`src/hdl/cstc_pkg.sv`:
```
package cstc_pkg;

    // Character codes the compactor reacts to.
    localparam logic [7:0] CH_EOF   = 8'h1A;
    localparam logic [7:0] CH_OPEN  = 8'h5B;
    localparam logic [7:0] CH_CLOSE = 8'h5D;
    localparam logic [7:0] CH_SEMI  = 8'h3B;
    localparam logic [7:0] CH_CR    = 8'h0D;
    localparam logic [7:0] CH_LF    = 8'h0A;
    localparam logic [7:0] CH_QUOTE = 8'h22;
    localparam logic [7:0] CH_SPACE = 8'h20;
    localparam logic [7:0] CH_TAB   = 8'h09;
    localparam logic [7:0] CH_NUL   = 8'h00;

    // Most characters one input item can produce.
    localparam int MaxOut = 4;

    typedef enum logic [1:0] {
        MODE_NORMAL  = 2'd0,
        MODE_SKIP    = 2'd1,
        MODE_COMMENT = 2'd2
    } cstc_mode_t;

    typedef struct packed {
        logic [7:0] in_byte;
        logic       end_of_file;
    } cstc_in_t;

    typedef struct packed {
        logic [7:0] out_char;
        logic       last_of_run;
    } cstc_out_t;

    typedef struct packed {
        cstc_mode_t scan_mode;
        logic       in_quotes;
        logic       in_section_name;
        logic       held_valid;
        logic [7:0] held_char;
    } cstc_state_t;

    localparam cstc_state_t StateReset = '{
        scan_mode:       MODE_NORMAL,
        in_quotes:       1'b0,
        in_section_name: 1'b0,
        held_valid:      1'b0,
        held_char:       CH_NUL
    };

    typedef logic [MaxOut-1:0][7:0] cstc_chars_t;

    // Characters produced by one item, oldest in entry 0.
    typedef struct packed {
        cstc_chars_t chars;
        logic [2:0]  count;
    } cstc_burst_t;

endpackage

```
`src/hdl/cstc_step_logic.sv`:
```
module cstc_step_logic (
    input  cstc_pkg::cstc_in_t    item,
    input  cstc_pkg::cstc_state_t state,
    output cstc_pkg::cstc_state_t state_next,
    output cstc_pkg::cstc_burst_t burst
);
    import cstc_pkg::*;

    typedef struct packed {
        cstc_state_t st;
        cstc_chars_t chars;
        logic [2:0]  count;
    } acc_t;

    function automatic acc_t emit_c(acc_t a, logic [7:0] c);
        acc_t r;
        r = a;
        if (r.count < 3'(MaxOut))
        begin
            r.chars[r.count[1:0]] = c;
            r.count = r.count + 3'd1;
        end
        return r;
    endfunction

    // The new character replaces the held one, which goes out.
    function automatic acc_t put_c(acc_t a, logic [7:0] c);
        acc_t r;
        r = a;
        if (r.st.held_valid)
            r = emit_c(r, r.st.held_char);
        r.st.held_char  = c;
        r.st.held_valid = 1'b1;
        return r;
    endfunction

    function automatic acc_t handle_normal(acc_t a, logic [7:0] c);
        acc_t       r;
        logic [7:0] last;
        r    = a;
        last = r.st.held_valid ? r.st.held_char : CH_SPACE;
        case (c) inside
            CH_OPEN:
            begin
                r.st.in_section_name = 1'b1;
                r = put_c(r, c);
            end
            CH_CLOSE:
            begin
                // Inside a section name, a space just before the bracket is overwritten in place.
                if (r.st.in_section_name && r.st.held_valid && r.st.held_char == CH_SPACE)
                    r.st.held_char = c;
                else
                    r = put_c(r, c);
                r.st.in_section_name = 1'b0;
            end
            CH_CR:
            begin
            end
            CH_LF:
                r.st.scan_mode = MODE_SKIP;
            CH_TAB, CH_SPACE:
            begin
                if (r.st.in_section_name)
                begin
                    if (last != CH_SPACE && last != CH_CLOSE)
                        r = put_c(r, CH_SPACE);
                end
                else if (r.st.in_quotes)
                    r = put_c(r, c);
            end
            CH_QUOTE:
            begin
                r.st.in_quotes = ~r.st.in_quotes;
                r = put_c(r, c);
            end
            CH_SEMI:
                r.st.scan_mode = MODE_COMMENT;
            default:
                r = put_c(r, c);
        endcase
        return r;
    endfunction

    acc_t       acc;
    logic [7:0] c;

    always_comb
    begin
        c         = item.in_byte;
        acc.st    = state;
        acc.chars = '0;
        acc.count = 3'd0;
        if (item.end_of_file)
        begin
            if (acc.st.held_valid)
                acc = emit_c(acc, acc.st.held_char);
            acc    = emit_c(acc, CH_NUL);
            acc    = emit_c(acc, CH_NUL);
            acc    = emit_c(acc, CH_EOF);
            acc.st = StateReset;
        end
        else
        begin
            case (state.scan_mode)
                MODE_SKIP:
                begin
                    if (c != CH_LF && c != CH_CR && c != CH_SPACE && c != CH_TAB)
                    begin
                        if (c != CH_SEMI)
                            acc = put_c(acc, CH_NUL);
                        if (c == CH_OPEN)
                            acc = put_c(acc, CH_NUL);
                        acc.st.in_quotes = 1'b0;
                        acc.st.scan_mode = MODE_NORMAL;
                        acc = handle_normal(acc, c);
                    end
                end
                MODE_COMMENT:
                begin
                    if (c == CH_LF || c == CH_CR || c == CH_NUL || c == CH_EOF)
                    begin
                        acc.st.scan_mode = MODE_NORMAL;
                        acc = handle_normal(acc, c);
                    end
                end
                default:
                begin
                    acc.st.scan_mode = MODE_NORMAL;
                    acc = handle_normal(acc, c);
                end
            endcase
        end
    end

    assign state_next  = acc.st;
    assign burst.chars = acc.chars;
    assign burst.count = acc.count;

endmodule

```
`src/hdl/cstc_result_buf.sv`:
```
module cstc_result_buf (
    input  logic                  clk,
    input  logic                  rst_n,
    input  logic                  load,
    input  cstc_pkg::cstc_burst_t burst,
    output logic                  free,
    output logic                  result_valid,
    input  logic                  result_ready,
    output cstc_pkg::cstc_out_t   result
);
    import cstc_pkg::*;

    cstc_chars_t chars_reg;
    logic [2:0]  count_reg, count_next;
    logic [1:0]  pos_reg, pos_next;
    logic        is_last;
    logic        take;

    assign result_valid       = (count_reg != 3'd0);
    assign is_last            = ({1'b0, pos_reg} == (count_reg - 3'd1));
    assign take               = result_valid && result_ready;
    assign free               = !result_valid || (take && is_last);
    assign result.out_char    = chars_reg[pos_reg];
    assign result.last_of_run = is_last;

    always_comb
    begin
        count_next = count_reg;
        pos_next   = pos_reg;
        if (take)
        begin
            if (is_last)
                count_next = 3'd0;
            else
                pos_next = pos_reg + 2'd1;
        end
        if (load && burst.count != 3'd0)
        begin
            count_next = burst.count;
            pos_next   = 2'd0;
        end
    end

    always_ff @(posedge clk or negedge rst_n)
    begin
        if (!rst_n)
        begin
            count_reg <= 3'd0;
            pos_reg   <= 2'd0;
        end
        else
        begin
            count_reg <= count_next;
            pos_reg   <= pos_next;
        end
    end

    always_ff @(posedge clk)
    begin
        if (load && burst.count != 3'd0)
            chars_reg <= burst.chars;
    end

endmodule

```
`src/hdl/config_text_stream_compactor_core.sv`:
```
// Configuration text compactor. Each input transfer carries one raw byte of a text file,
// or an end marker (end_of_file = 1). Output transfers carry the compacted text: carriage
// returns, comments and unquoted blanks outside section names are removed, blanks in a
// section name shrink to one space, a line end becomes a zero byte, a zero byte is
// doubled before a section header, and the end marker flushes the text followed by 0, 0,
// 0x1A, after which the block is back in its reset state. The last character of each
// item's output carries last_of_run = 1. The block accepts one item per cycle as long as
// every item yields at most one character and result_ready stays high; an item that
// yields more characters holds the input until all have been sent (at most four, for
// the end marker). The input byte is registered, the step logic is combinational, and
// the characters are loaded into a four-entry result buffer.
module config_text_stream_compactor_core (
    input  logic                clk,
    input  logic                rst_n,
    input  logic                item_valid,
    output logic                item_ready,
    input  cstc_pkg::cstc_in_t  item,
    output logic                result_valid,
    input  logic                result_ready,
    output cstc_pkg::cstc_out_t result
);
    import cstc_pkg::*;

    // Input register stage.
    logic        in_valid_reg, in_valid_next;
    cstc_in_t    in_item_reg;

    // Scanner state, updated once per processed item.
    cstc_state_t state_reg;
    cstc_state_t state_next;
    cstc_burst_t burst;

    logic        buf_free;
    logic        advance;
    logic        item_take;

    // The registered item moves on whenever the result buffer can take its burst,
    // which also frees the input register for the next transfer in the same cycle.
    assign advance    = in_valid_reg && buf_free;
    assign item_ready = !in_valid_reg || advance;
    assign item_take  = item_valid && item_ready;

    always_comb
    begin
        in_valid_next = in_valid_reg;
        if (item_take)
            in_valid_next = 1'b1;
        else if (advance)
            in_valid_next = 1'b0;
    end

    always_ff @(posedge clk or negedge rst_n)
    begin
        if (!rst_n)
        begin
            in_valid_reg <= 1'b0;
            state_reg    <= StateReset;
        end
        else
        begin
            in_valid_reg <= in_valid_next;
            if (advance)
                state_reg <= state_next;
        end
    end

    always_ff @(posedge clk)
    begin
        if (item_take)
            in_item_reg <= item;
    end

    cstc_step_logic u_step (
        .item       (in_item_reg),
        .state      (state_reg),
        .state_next (state_next),
        .burst      (burst)
    );

    cstc_result_buf u_buf (
        .clk          (clk),
        .rst_n        (rst_n),
        .load         (advance),
        .burst        (burst),
        .free         (buf_free),
        .result_valid (result_valid),
        .result_ready (result_ready),
        .result       (result)
    );

    // An end marker always leaves the scanner in its reset state.
    a_eof_resets: assert property (@(posedge clk) disable iff (!rst_n)
        advance && in_item_reg.end_of_file |=> state_reg == StateReset)
        else $error("scanner state not cleared after end marker");

    // The input register never takes a new item while its own item is stuck.
    a_no_overwrite: assert property (@(posedge clk) disable iff (!rst_n)
        in_valid_reg && !buf_free |-> !item_ready)
        else $error("input register overwritten while blocked");

    // An end marker always produces a burst closed by the file terminator.
    a_eof_burst: assert property (@(posedge clk) disable iff (!rst_n)
        advance && in_item_reg.end_of_file |=>
            result_valid && u_buf.chars_reg[u_buf.count_reg[1:0] - 2'd1] == CH_EOF)
        else $error("end marker burst does not end in terminator");

endmodule
```
`config.mk`:
```
export PLATFORM = sky130hd
export DESIGN_NAME = config_text_stream_compactor_core
export DESIGN_NICKNAME = d
export VERILOG_FILES = /design/src/hdl/cstc_pkg.sv /design/src/hdl/cstc_step_logic.sv /design/src/hdl/cstc_result_buf.sv /design/src/hdl/config_text_stream_compactor_core.sv
export SDC_FILE = /design/constraint.sdc
export NUM_CORES = 1
export LEC_CHECK = 0
export BUFFER_PORTS_ARGS = -buffer_cell sky130_fd_sc_hd__buf_2
export CAP_MARGIN = 20
export CORE_MARGIN = 2
export CORE_UTILIZATION = 55
export DETAILED_ROUTE_END_ITERATION = 8
export PLACE_DENSITY = 0.74
export SYNTH_ARGS = -nofsm -noshare
export SYNTH_HDL_FRONTEND = slang
export SYNTH_SLANG_ARGS = --single-unit
```
`constraint.sdc`:
```
create_clock -name clk -period 14.1 [get_ports clk]
set_clock_uncertainty 0.2 [all_clocks]
set_input_delay 0 -clock clk [delete_from_list [all_inputs] [get_ports clk]]
set_output_delay 0 -clock clk [all_outputs]
set_load 0.005 [all_outputs]
```
# After elaboration in Yosys (flattened, before gate mapping)
# Index checks and enable logic that the tools add are counted.
# totals
reg_bits	60
input_bits	13
out_inout_bits	11
elab_cells	197
# op_classes
add_sub_neg	7
n_lt_le_gt_ge	16
eq_ne	26
muxes	90
bitwise	8
n_reduce_logical	36
# op_table
operator	count
two-way mux 46 bit	14
two-way mux 35 bit	14
two-way mux 45 bit	6
two-way mux 44 bit	6
two-way mux 48 bit	4
one-hot mux 48 bit (2 select lines)	1
demux 8 bit (select 2 bit)	5
AND 32 bit	2
bitwise mux 32 bit	2
two-way mux 8 bit	8
NOT 32 bit	2
two-way mux 11 bit	5
== test 8 x 6 -> 1 bit (second input constant)	5
two-way mux 2 bit	17
!= test 8 x 6 -> 1 bit (second input constant)	4
== test 8 x 4 -> 1 bit (second input constant)	3
!= test 8 x 4 -> 1 bit (second input constant)	3
AND 20 bit	1
NOT 20 bit	1
logical AND 1 bit	19
< comparator 2 x 3 -> 1 bit (second input constant)	6
binary-select mux 8 bit (select 2 bit)	1
== test 8 x 7 -> 1 bit (second input constant)	2
!= test 8 x 7 -> 1 bit (second input constant)	2
23 further kinds	50

# Depth between registers and ports, before layout
# depth
ltp_word	39
mapped_depth	13
ltp_nobuf	11

# Modules after synthesis
# From an unflattened synthesis, not the netlist that was laid out.
# unflattened
hier_cells	377
area_unflattened_um2	4028.9
# by_module_without_submodules
mod	n_inst	cells_per_inst	area_each_um2	seq_area_each_um2
cstc_step_logic	1	262	1714.1	0.0
cstc_result_buf	1	73	1472.7	1086.0
config_text_stream_compactor_core	1	42	842.1	620.6

# Least setup slack after synthesis
# Ideal clock, no wire load.
# synth_timing
kind	reg2reg
startpoint	register in_item_reg[4] in the netlist's numbering
endpoint	register u_buf.count_reg[0]
setup_time_ns	0.242
arrival_time_ns	4.340
required_time_ns	13.658
setup_slack_ns	9.319
path_stages_with_launch	13
path_buffers	1
synth_period_minus_slack_ns	4.781
cell_sequence	edfxtp_1 clkbuf_1 and4b_1 nand4_1 clkinv_1 ha_1 nor3b_1 a21oi_1 o21a_1 a221oi_1 a311oi_2 a31oi_1 o32ai_1
# synth_between
elab_chain_len	29
elab_cells_between_ends	74
classes_between	add/sub: 2; order compare: 2; eq/ne: 17; mux: 37; reduce/logical: 16
# synth_rtl
item	line_no	rtl
start: declaration	config_text_stream_compactor_core.sv:26	cstc_in_t in_item_reg;
start signal: assignment	config_text_stream_compactor_core.sv:70	in_item_reg <= item;
!= test 8 x 6 -> 1 bit	cstc_step_logic.sv:110	if (c != CH_SEMI)
two-way mux 44 bit	cstc_step_logic.sv:110	
two-way mux 45 bit	cstc_step_logic.sv:108	if (c != CH_LF && c != CH_CR && c != CH_SPACE && c != CH_TAB)
two-way mux 45 bit	cstc_step_logic.sv:105	case (state.scan_mode)
two-way mux 45 bit	cstc_step_logic.sv:94	if (item.end_of_file)
adder 3 x 1 -> 3 bit / < comparator 3 bit (equally long branches)	cstc_step_logic.sv:21, cstc_step_logic.sv:18	
two-way mux 35 bit	cstc_step_logic.sv:18	if (r.count < 3'(MaxOut))
two-way mux 35 bit	cstc_step_logic.sv:30	if (r.st.held_valid)
(+9 left out)	-	
two-way mux 46 bit (5 in series)	cstc_step_logic.sv:42	case (c) inside
two-way mux 48 bit	cstc_step_logic.sv:108	
one-hot mux 48 bit (2 select lines) *	cstc_step_logic.sv:105	
two-way mux 48 bit *	cstc_step_logic.sv:94	
nonzero test 3 bit	cstc_result_buf.sv:37	if (load && burst.count != 3'd0)
logical AND 1 bit	cstc_result_buf.sv:37	
nonzero test 2 bit (no source line)	-	
AND reduction 2 bit (no source line)	-	
end signal: assignment	cstc_result_buf.sv:53	count_reg <= count_next;
end: declaration	cstc_result_buf.sv:14	logic [2:0] count_reg, count_next;
# Every way passes the cells marked *; elsewhere a longest branch is shown, timed or not. The select of a mux whose other input is x is not followed.
# A chain may end at the register's enable or synchronous reset.

# Final worst setup path
# layout_timing
startpoint	register in_item_reg[3] in the netlist's numbering
endpoint	register u_buf.chars_reg[9] in the netlist's numbering (enable)
# layout_between
elab_chain_len	27
elab_cells_between_ends	70
classes_between	add/sub: 2; order compare: 2; eq/ne: 17; mux: 36; reduce/logical: 13
# layout_rtl
item	line_no	rtl
!= test 8 x 6 -> 1 bit	cstc_step_logic.sv:110	
two-way mux 44 bit	cstc_step_logic.sv:110	
two-way mux 45 bit	cstc_step_logic.sv:108	
two-way mux 45 bit	cstc_step_logic.sv:105	
two-way mux 45 bit	cstc_step_logic.sv:94	
adder 3 x 1 -> 3 bit / < comparator 3 bit (equally long branches)	cstc_step_logic.sv:21, cstc_step_logic.sv:18	
two-way mux 35 bit	cstc_step_logic.sv:18	
two-way mux 35 bit	cstc_step_logic.sv:30	
(+7 left out)	-	
two-way mux 44 bit, on equally long branches	cstc_step_logic.sv:42, cstc_step_logic.sv:66	
two-way mux 46 bit / two-way mux 48 bit (equally long branches)	cstc_step_logic.sv:42, cstc_step_logic.sv:64	
two-way mux 46 bit (5 in series)	cstc_step_logic.sv:42	
two-way mux 48 bit	cstc_step_logic.sv:108	
one-hot mux 48 bit (2 select lines) *	cstc_step_logic.sv:105	
two-way mux 48 bit *	cstc_step_logic.sv:94	
nonzero test 3 bit *	cstc_result_buf.sv:60	if (load && burst.count != 3'd0)
logical AND 1 bit *	cstc_result_buf.sv:60	
end signal: assignment	cstc_result_buf.sv:61	chars_reg <= burst.chars;
end: declaration	cstc_result_buf.sv:13	cstc_chars_t chars_reg;
# Marked as above.

==> qor.csv <==
stage,metric,value,unit
run_status,outcome,"complete, no violations",
global_routing,GRT Util Overall,26.8,%
floorplan,total number of placement rows,29,
placement,count of input and output buffers,23,
finish,number of flip-flops under the largest register name,32,
finish,count of filler cells inserted in the layout,512,
clock_network,Max H-tree Level,3,
yosys,number of instances in the synthesized netlist,338,
sta,Setup TNS Final,0,ns
finish,final instance area,0.00411,mm²
sta,unrepaired setup endpoints after global routing,false,
setup_path,worst path arrival time,4.01,ns
route,vias,2870,
placement,Post-DP Area,0.00378,mm²
yosys,Post-synth ARST share,31.7,%
clock_network,latest clock arrival within the worst-skew pair,0.34,ns
clock_network,TritonCTS buffer count,9,
yosys,synthesized-area fraction occupied by and/or/nand/nor cells,19.2,%
global_routing,number of antenna violations at the first check in global routing,0,
floorplan,Die W,84.6,µm
yosys,post-synth top area share,34.5,%
sta,final setup violating endpoints,0,
power_and_ir_drop,power per cell area,191,mW/mm²
global_routing,vias in the first global route,2882,
finish,fraction of final layout cells sized beyond drive strength 1,17.0,%
clock_network,TritonCTS clock tree,done,
sta,Worst-Margin Slew,1.02,ns
clock_network,number of clock sinks seen by CTS,60,
yosys,register bit total from synthesis,60,
setup_path,largest fanout on the critical path,31,
global_routing,largest net degree at the start of global routing,35,
yosys,number of flops mapped to enable cells by yosys,41,
yosys,top post-synthesis cells by area,"edfxtp_1 (35%), dfrtp_1 (13%), mux4_2 (5.0%)",
sta,number of endpoints with negative hold slack in the final report,0,
power_and_ir_drop,static power due to leakage,0.00159,µW
global_routing,global-route wire length before repair,14700,µm
finish,number of nets in the finished design,408,
placement,GP Congestion,0.953,
sta,ratio of final minimum period to clock period,29.6,%
yosys,syn avg cell area,10.6,µm²
yosys,synthesized-area fraction occupied by xor and xnor cells,1.47,%
yosys,top post-synthesis cells by count,"edfxtp_1 (41), nand2_1 (35), nor2_1 (30)",
clock_network,post-CTS setup buffer count,0,
sta,"Min Clock Period, post-route",4.17,ns
yosys,proportion of synthesized area in mux cells,5.93,%
yosys,count of yosys warnings during synthesis,0,
yosys,dominant combinational cell family by area after synthesis,simple AND/OR/NAND/NOR gates,
floorplan,io pins,24,
finish,synthesis-to-finish area growth,15.2,%
sta,number of pins exceeding their max-slew limit in the final report,0,
clock_network,Clk Tree Root Cell,clkbuf_8,
finish,"Core Util, Final",65.1,%
yosys,post-synthesis adder-cell area fraction,2.45,%
power_and_ir_drop,maximum vdd drop,0.157,mV
route,1st-pass router iterations,5,
floorplan,Total Die Area,0.00715,mm²
sta,normalized max-slew margin,32.0,%
setup_path,critical path launch point type,register,
yosys,cell type contributing the most total cell area after synthesis,edfxtp_1,
yosys,most used flip-flop cell after synthesis,edfxtp_1,
setup_path,kind of critical path,reg2reg,
yosys,Mapped Area,0.00357,mm²
floorplan,Initial Util,56.5,%
setup_path,data required time of the critical path,13.94,ns
clock_network,largest buffer count on any clock path,2,
floorplan,DIE HEIGHT,84.6,µm
setup_path,Setup crit end kind,register,
route,drt total wl,8880,µm
route,number of antenna-violating nets in the routed design,0,
route,per-cell via count in the routed design,6.11,
route,DRC errors left,0,
route,Iteration-0 DRC Markers,211,
route,average wire length per cell after detail routing,18.9,µm
placement,Detail Placement HPWL,6100,µm
floorplan,placeable core region,0.00631,mm²
finish,diodes inserted,0,
clock_network,post-CTS clock slew at the launch and capture registers of the worst setup and hold paths,0.06,ns
global_routing,leftover overflow at the end of global routing,0,
flow_run,maxcap violations,0,
yosys,number of distinct standard cells referenced by the synthesized netlist,75,
yosys,part of the Yosys area used for sequential elements,47.8,%
sta,Fmax,240,MHz
yosys,most common cell in the synthesized netlist,edfxtp_1,
min_path,worst min-delay path category,in2reg,
yosys,compound-gate portion of the synthesized area,19.0,%
==> cells by family after synthesis <==
kind of cell             after synthesis
flip-flops                            60
other                                  1
AO/OA/AOI/OAI                         95
multiplexers                          11
adder cells (fa/ha/maj)                7
AND/OR/NAND/NOR                      125
buffers and inverters                 33
XOR/XNOR                               6
==> layer usage <==
layer | GRT usage, % | vias up | wire length, µm
met4 | 11.0 | 0 | 291
met2 | 42.4 | 129 | 4280
met1 | 35.3 | 1357 | 3660
met3 | 6.98 | 25 | 650
met5 | 0 | - | 0
li1 | - | 1359 | -
==> path summary, 6_finish.rpt <==
path                                         start            endpoint  slack, ns  cells after the start
worst max-delay path                in_item_reg[3]  u_buf.chars_reg[9]       9.93                     11
worst min-delay path                       item[1]      in_item_reg[1]       0.17                      2
worst max register to register      in_item_reg[3]  u_buf.chars_reg[9]       9.93                     11
worst min register to register  u_buf.count_reg[2]  u_buf.count_reg[2]       0.32                      2
max in group asynchronous                    rst_n        state_reg[7]      12.36                      3
min in group asynchronous                    rst_n       state_reg[12]       0.72                      3
==> stage by stage <==
stage / instances / hold slack, ns / setup WS, ns / total power (µW)
floorplan: 355 / -0.496 / 9.32 / 551
global placement: 439 / -0.216 / 9.67 / 634
detailed placement: 439 / -0.204 / 9.59 / 642
CTS: 469 / 0.153 / 9.57 / 780
global route: 470 / 0.161 / 9.59 / 839
finish: 470 / 0.174 / 9.93 / 786
==> where the power goes <==
part / total [µW] / internal [µW] / switching, µW
clock network: 132 / 62.3 / 70.1
registers: 341 / 273 / 68.5
logic: 313 / 144 / 169
==> final cells by class <==
class	instances	area [µm²]	area share [%]
multi-input cells	262	1800	43.7
flip-flops and latches	60	1710	41.5
repair buffers	39	283	6.88
clock buffers	9	124	3.01
well taps	77	96.3	2.34
inverters	16	60.1	1.46
clock inverters	7	43.8	1.07
==> cells in the final DEF (no fill, tap or decap), drive strengths merged, types with 3 or more instances in the layout <==
| master | netlist | routed |
|---|---|---|
| xnor2 | 3 | 3 |
| dlygate4sd3 | 0 | 14 |
| o2111ai | 3 | 3 |
| nor3 | 6 | 6 |
| and2 | 12 | 12 |
| o2bb2ai | 5 | 5 |
| nor2 | 31 | 31 |
| a21oi | 20 | 20 |
| mux4 | 8 | 8 |
| nand2b | 4 | 4 |
| dfrtp | 19 | 19 |
| o211ai | 7 | 7 |
| o21ai | 20 | 20 |
| clkinvlp | 0 | 3 |
| a311oi | 3 | 3 |
| ha | 7 | 7 |
| edfxtp | 41 | 41 |
| buf | 10 | 25 |
| xor2 | 3 | 3 |
| nand2 | 35 | 35 |
| o31ai | 6 | 6 |
| conb | 1 | 18 |
| a31oi | 6 | 6 |
| nor3b | 3 | 3 |
| nor2b | 4 | 4 |
| inv | 15 | 15 |
| clkbuf | 7 | 9 |
| clkinv | 1 | 5 |
| nand3 | 10 | 10 |
==> timing repair <==
item / CTS / global route
hold endpoints to repair: 34 / 0
hold buffers: 14 / 0
gates resized for setup: 0 / 0
==> worst max-delay path, cell delays in order, from the launching register on <==
cell      delay, ns
edfxtp_1       0.61
and4b_1        0.30
nand4_1        0.42
clkinv_1       0.40
ha_1           0.45
nor3b_1        0.22
a21oi_1        0.06
o21a_1         0.20
a221oi_1       0.31
a311oi_2       0.12
a31oi_4        0.34
buf_12         0.23
No activity file was read; power rests on OpenSTA's default activity.
